$ cat src/sv/rmsprop_optimizer_update_unit_macros.svh
// Assertion macros for the RMSProp update unit.
// Used by the top level only; expects clk and rst_n in scope.
`ifndef RMSPROP_OPTIMIZER_UPDATE_UNIT_MACROS_SVH
`define RMSPROP_OPTIMIZER_UPDATE_UNIT_MACROS_SVH

// same-cycle implication, disabled during reset
`define RMSP_ASSERT_IMP(label, ante, cons, msg) \
    label: assert property (@(posedge clk) disable iff (!rst_n) (ante) |-> (cons)) \
        else $error(msg);

// next-cycle implication, disabled during reset
`define RMSP_ASSERT_NEXT(label, ante, cons, msg) \
    label: assert property (@(posedge clk) disable iff (!rst_n) (ante) |=> (cons)) \
        else $error(msg);

`endif

$ cat src/sv/rmsp_pkg.sv
// Shared constants and types for the RMSProp update unit.
// No dependencies; used by every module of the block.
`timescale 1ns / 1ps
`default_nettype none

package rmsp_pkg;

    localparam int VW     = 32;   // value width
    localparam int FB     = 24;   // fraction bits
    localparam int CW     = 25;   // config register width
    localparam int MSW    = 31;   // mean square width
    localparam int NUM_W  = 58;   // lr * g, signed
    localparam int MAG_W  = 57;   // |lr * g|
    localparam int PM_W   = 34;   // rescaled mom * momentum_factor
    localparam int DEN_W  = 33;   // denominator
    localparam int SQ_N   = 29;   // sqrt stages, one root bit each
    localparam int ROOT_W = 29;
    localparam int REM_W  = 30;
    localparam int QW     = 34;   // quotient bits kept below the cap
    localparam int IDX_W  = 3;

    localparam longint ONE_FX  = 64'sd1 <<< FB;
    localparam longint HALF_FX = 64'sd1 <<< (FB - 1);
    localparam longint V_MAX   = (64'sd1 <<< (VW - 1)) - 1;
    localparam longint V_MIN   = -(64'sd1 <<< (VW - 1));
    localparam longint MS_MAX  = (64'sd1 <<< MSW) - 1;

    // reset values of the config registers
    localparam logic [CW-1:0] LR_RST  = CW'(16777);
    localparam logic [CW-1:0] RHO_RST = CW'(15099494);
    localparam logic [CW-1:0] MF_RST  = CW'(0);
    localparam logic [CW-1:0] EPS_RST = CW'(1);

    typedef enum logic [IDX_W-1:0] {
        REG_LR  = 3'd0,
        REG_RHO = 3'd1,
        REG_MF  = 3'd2,
        REG_EPS = 3'd3,
        REG_CEN = 3'd4
    } cfg_index_t;

    // per-item payload carried alongside the sqrt / divide pipes
    typedef struct packed {
        logic signed [VW-1:0]   w;
        logic [MSW-1:0]         ms;
        logic signed [VW-1:0]   mg;
        logic signed [PM_W-1:0] pmom;
        logic                   neg;
        logic [MAG_W-1:0]       mag;
        logic                   flag;
    } side_t;

endpackage

`default_nettype wire

$ cat src/sv/rmsp_back.sv
// Back end: momentum and weight update with saturation, output skid buffer.
// Produces the pipeline advance enable. Depends on rmsp_pkg.
`timescale 1ns / 1ps
`default_nettype none

module rmsp_back (
    input  wire logic                          clk,
    input  wire logic                          rst_n,
    input  wire logic                          in_valid,
    input  wire logic [rmsp_pkg::QW-1:0]       in_q,
    input  wire logic                          in_ovf,
    input  wire rmsp_pkg::side_t               in_side,
    output logic                               en,
    output logic                               m_tvalid,
    input  wire logic                          m_tready,
    output logic [127:0]                       m_tdata,
    output logic                               m_tuser
);

    localparam int TW = rmsp_pkg::QW + 2;   // signed step term

    // stage A: mom' = rescale(mom*mf) + term, clipped
    logic [rmsp_pkg::QW:0] qmag;
    logic signed [TW-1:0]  term;
    logic signed [TW:0]    msum;
    logic signed [31:0]    mom_next;
    logic                  mom_clip;

    assign qmag = in_ovf ? ((rmsp_pkg::QW+1)'(1) << rmsp_pkg::QW) : {1'b0, in_q};
    assign term = in_side.neg ? -$signed({1'b0, qmag}) : $signed({1'b0, qmag});
    assign msum = (TW+1)'(in_side.pmom) + (TW+1)'(term);

    always_comb
    begin
        mom_clip = 1'b1;
        if (msum < (TW+1)'(rmsp_pkg::V_MIN))
            mom_next = 32'(rmsp_pkg::V_MIN);
        else if (msum > (TW+1)'(rmsp_pkg::V_MAX))
            mom_next = 32'(rmsp_pkg::V_MAX);
        else
        begin
            mom_next = msum[31:0];
            mom_clip = 1'b0;
        end
    end

    logic               va_reg;
    logic signed [31:0] moma_reg, wa_reg, mga_reg;
    logic [30:0]        msa_reg;
    logic               flaga_reg;

    always_ff @(posedge clk or negedge rst_n)
    begin
        if (!rst_n)
            va_reg <= 1'b0;
        else if (en)
            va_reg <= in_valid;
    end

    always_ff @(posedge clk)
    begin
        if (en)
        begin
            moma_reg  <= mom_next;
            wa_reg    <= in_side.w;
            mga_reg   <= in_side.mg;
            msa_reg   <= in_side.ms;
            flaga_reg <= in_side.flag | mom_clip;
        end
    end

    // stage B: w' = w - mom', clipped
    logic signed [32:0] wd;
    logic signed [31:0] w_new;
    logic               w_clip;
    logic [127:0]       res_data;
    logic               res_flag;

    assign wd = $signed({wa_reg[31], wa_reg}) - $signed({moma_reg[31], moma_reg});

    always_comb
    begin
        w_clip = 1'b1;
        if (wd < 33'(rmsp_pkg::V_MIN))
            w_new = 32'(rmsp_pkg::V_MIN);
        else if (wd > 33'(rmsp_pkg::V_MAX))
            w_new = 32'(rmsp_pkg::V_MAX);
        else
        begin
            w_new  = wd[31:0];
            w_clip = 1'b0;
        end
    end

    assign res_data = {1'b0, moma_reg, mga_reg, msa_reg, w_new};
    assign res_flag = flaga_reg | w_clip;

    // output register plus skid entry; pipe advances while skid is empty
    logic         out_valid_reg, skid_valid_reg;
    logic [127:0] out_data_reg, skid_data_reg;
    logic         out_flag_reg, skid_flag_reg;
    logic         take, load_out, load_skid;

    assign en        = !skid_valid_reg;
    assign take      = out_valid_reg && m_tready;
    assign load_out  = !skid_valid_reg && (!out_valid_reg || take);
    assign load_skid = !skid_valid_reg && va_reg && out_valid_reg && !take;

    always_ff @(posedge clk or negedge rst_n)
    begin
        if (!rst_n)
        begin
            out_valid_reg  <= 1'b0;
            skid_valid_reg <= 1'b0;
        end
        else if (skid_valid_reg)
        begin
            if (take)
                skid_valid_reg <= 1'b0;
        end
        else if (load_out)
            out_valid_reg <= va_reg;
        else if (load_skid)
            skid_valid_reg <= 1'b1;
    end

    always_ff @(posedge clk)
    begin
        if (skid_valid_reg && take)
        begin
            out_data_reg <= skid_data_reg;
            out_flag_reg <= skid_flag_reg;
        end
        else if (load_out)
        begin
            out_data_reg <= res_data;
            out_flag_reg <= res_flag;
        end
        if (load_skid)
        begin
            skid_data_reg <= res_data;
            skid_flag_reg <= res_flag;
        end
    end

    assign m_tvalid = out_valid_reg;
    assign m_tdata  = out_data_reg;
    assign m_tuser  = out_flag_reg;

endmodule

`default_nettype wire

$ cat config.mk
export PLATFORM = sky130hd
export DESIGN_NAME = rmsp_back
export DESIGN_NICKNAME = d
export VERILOG_FILES = /design/src/sv/rmsprop_optimizer_update_unit_macros.svh /design/src/sv/rmsp_pkg.sv /design/src/sv/rmsp_back.sv
export SDC_FILE = /design/constraint.sdc
export NUM_CORES = 1
export LEC_CHECK = 0
export BUFFER_PORTS_ARGS = -buffer_cell sky130_fd_sc_hd__buf_2
export CAP_MARGIN = 10
export CORE_ASPECT_RATIO = 1.5
export CORE_MARGIN = 2
export CORE_UTILIZATION = 60
export CTS_BUF_LIST = sky130_fd_sc_hd__clkbuf_4 sky130_fd_sc_hd__clkbuf_8 sky130_fd_sc_hd__clkbuf_16
export DETAILED_ROUTE_END_ITERATION = 6
export GPL_TIMING_DRIVEN = 0
export HOLD_SLACK_MARGIN = 0.15
export PLACE_DENSITY = 0.85
export SYNTH_ARGS = -nofsm -noshare
export SYNTH_HDL_FRONTEND = slang
export SYNTH_SLANG_ARGS = --single-unit
$ cat constraint.sdc
create_clock -name clk -period 33.1 [get_ports clk]
set_clock_uncertainty 0.1 [all_clocks]
set_input_delay 3.31 -clock clk [delete_from_list [all_inputs] [get_ports clk]]
set_output_delay 3.31 -clock clk [all_outputs]
set_load 0.01 [all_outputs]
==> results.txt <==
Slew @ Worst Pin: 1.06 ns
crit path DAT: 9.76 ns
Clock power frac: 0.366
crit path kind: primary input to flop
crit-path leading delay family: compound AO/OA/AOI/OAI gates
pwr/cell area: 46.0 nW/um2
setup TNS: 0 ns
wire per inst: 21.2 um
worst vdd ir: 43.5 uV
vias post-DR: 14.4k
# port buffers: 298
Residual DRC: 0
Final Slew Violations: 0
dpl hpwl: 37400 um
clk sinks: 387
Die Span Y: 222 um
NetSw: 0.238 mW
most common cell in the netlist: edfxtp_1
CP Cell Sequence: buf_2, clkbuf_1, clkbuf_1, nor2b_1, inv_1, ha_1, o21ai_0, nor2_1, o21ai_0, or2_2, o21ai_1, nand2_1, xnor2_1, ha_1, buf_2, nand3_1, or2_2, or4_1, o32ai_1, o21a_1, o21ai_2, o31ai_4, buf_2, o21ai_0
CP required: 33.23 ns
Placement Setup Slack: 23.06 ns
Switching Share: 0.233
Comb pwr share: 0.111
CTS H-Tree Depth: 1
synthesized netlist cell count: 1635
Post-Syn Area: 19000 um2
Initial Util: 0.611
final WL: 51300 um
Syn Nets: 1935
Hold Vio Cnt, Final: 0
utilization after layout: 0.717
#FFs+latches synth: 387
post-CTS setup buffer count: 0
crit path max fanout: 10
number of global-route vias before repair: 14.3k
RSZ-0062 raised after global routing: no
clock buffer depth: 3
final setup vio count: 0
Final ANT Viol Nets: 0
Worst Hold Class: flop to flop
post-synth top area cell: edfxtp_1
I/O pins: 358
total CTS buffers: 31
Relative slew margins: 0.288
Tmin final: 9.63 ns
Reg clk slew, reported paths: 0.09 ns
top cells by area in the synthesized netlist: edfxtp_1 61%, nand2_1 6.3%, ha_1 4.7%
fin nets: 2280
fmax: 104 MHz
P_int: 0.786 mW
Root Buffer: clkbuf_16
LEAKAGE: 8.60 nW
master of the slowest instance on the critical path: clkbuf_1
CP bufs+invs: 6
Die ar.: 33100 um2
synth warn: 0
# rows: 79
CTS tree: done
core area: 31000 um2
clk_lat worst skew: 0.59 ns
global-route total usage across every layer: 0.304
CTS resizes: 0
first-pass GRT wire length: 77500 um
largest net degree at the start of global routing: 86
Largest stage delay, worst path: 0.54 ns
CP Launch Type: primary input
first-pass detailed-route iteration total: 6
DRT iter0 DRCs: 1418
worst setup margin: 23.47 ns
Post-synth EDFFs: 384
maxcap violations: 0
Primary FF master, synth: edfxtp_1
remaining global-route overflow: 0
Period Utilization, post-route: 0.291
Chip Width: 149 um
synth unique cells: 88
hold_buf cts: 0
post-synth top area share: 0.608
synthesis-to-layout area growth: 17.3%
Vias/cell: 5.96
initial antenna violation count: 4
status: finished clean
ys async rst share: 0.00775
Worst setup EP type: flop
share of post-route cells with drive strength above 1: 0.216
GPL Wtd Cong: 0.932
Post-synth top cells: 384 x edfxtp_1, 319 x nand2_1, 102 x o21ai_0
post-synthesis area per instance: 11.6 um2
post-synthesis sequential area ratio: 0.612
Reg power frac: 0.523
==> per-layer routing <==
| layer | part of all wire | global-route usage | up-vias |
|---|---|---|---|
| met5 | 0 | 0 | - |
| met4 | 0.058 | 0.165 | 0 |
| met3 | 0.073 | 0.0383 | 146 |
| met2 | 0.53 | 0.569 | 769 |
| met1 | 0.34 | 0.325 | 6782 |
| li1 | - | - | 6678 |
==> layout by cell type, fill, tap and decap left out, types with 37 or more instances in the layout <==
master and instances:
clkbuf_1 38, edfxtp_1 384, ha_1 71, buf_2 315
o21ai_0 101, inv_1 60, xnor2_1 37, a21oi_1 101
nor2_1 94, nand2_1 319
==> power groups by stage <==
stage / Sequential, mW / Combinational (mW) / Clock, mW
final: 0.535 / 0.114 / 0.375
after floorplan: 0.546 / 0.0770 / 0
after global routing: 0.535 / 0.124 / 0.394
after global placement: 0.546 / 0.110 / 0
after CTS: 0.535 / 0.113 / 0.377
after detailed placement: 0.546 / 0.112 / 0
==> worst register-to-register path, delay by kind of cell, from the launching register on <==
family                     cells  cell delay, ns
AOI/OAI and AO/OA              5            1.17
adders and majority gates      2            0.64
buffers and inverters          2            0.35
DFF                            1            0.42
muxes                          1            0.32
and+or+nand+nor                3            0.83
==> kinds of logic (layout without fill, tap and decap cells) <==
family,count (synthesis),in the layout,synth area share
multiplexers,24,24,0.0140
flip-flops,387,387,0.612
other,1,5,0.000198
buffers and inverters,126,495,0.0273
XOR/XNOR,74,74,0.0346
AO/OA/AOI/OAI,370,370,0.127
adder cells (fa/ha/maj),73,73,0.0489
AND/OR/NAND/NOR,580,580,0.136
==> metrics by stage <==
step	power [mW]	hold slack (ns)	instance area (um2)	cells
global placement	0.656	0.330	21000	2338
detailed placement	0.658	0.333	21200	2352
finish	1.02	0.339	22300	2413
floorplan	0.623	0.326	19000	1635
global route	1.05	0.338	22300	2412
CTS	1.02	0.331	22200	2409
==> path summary, 6_finish.rpt <==
kind | startpoint | endpoint | slack, ns | cells past startpoint
max reg2reg | moma_reg[0] | m_tdata[13] | 28.99 | 13
max | in_ovf | moma_reg[16] | 23.47 | 24
max in group asynchronous | rst_n | m_tvalid | 30.36 | 1
min in group asynchronous | rst_n | skid_valid_reg | 2.43 | 1
min | mga_reg[20] | skid_data_reg[83] | 0.34 | 0
min reg2reg | mga_reg[20] | skid_data_reg[83] | 0.34 | 0
==> area by class of cell <==
cell class,count,area [um2]
diodes,4,10.0
plain buffers,65,289
clock buffers,34,798
clock inverters,23,218
fillers,1951,8780
inverters,61,234
multi-input cells,1122,6870
flip-flops and latches,387,11600
well taps,405,507
repair buffers,312,1720
Power figures use the tool's default switching activity.
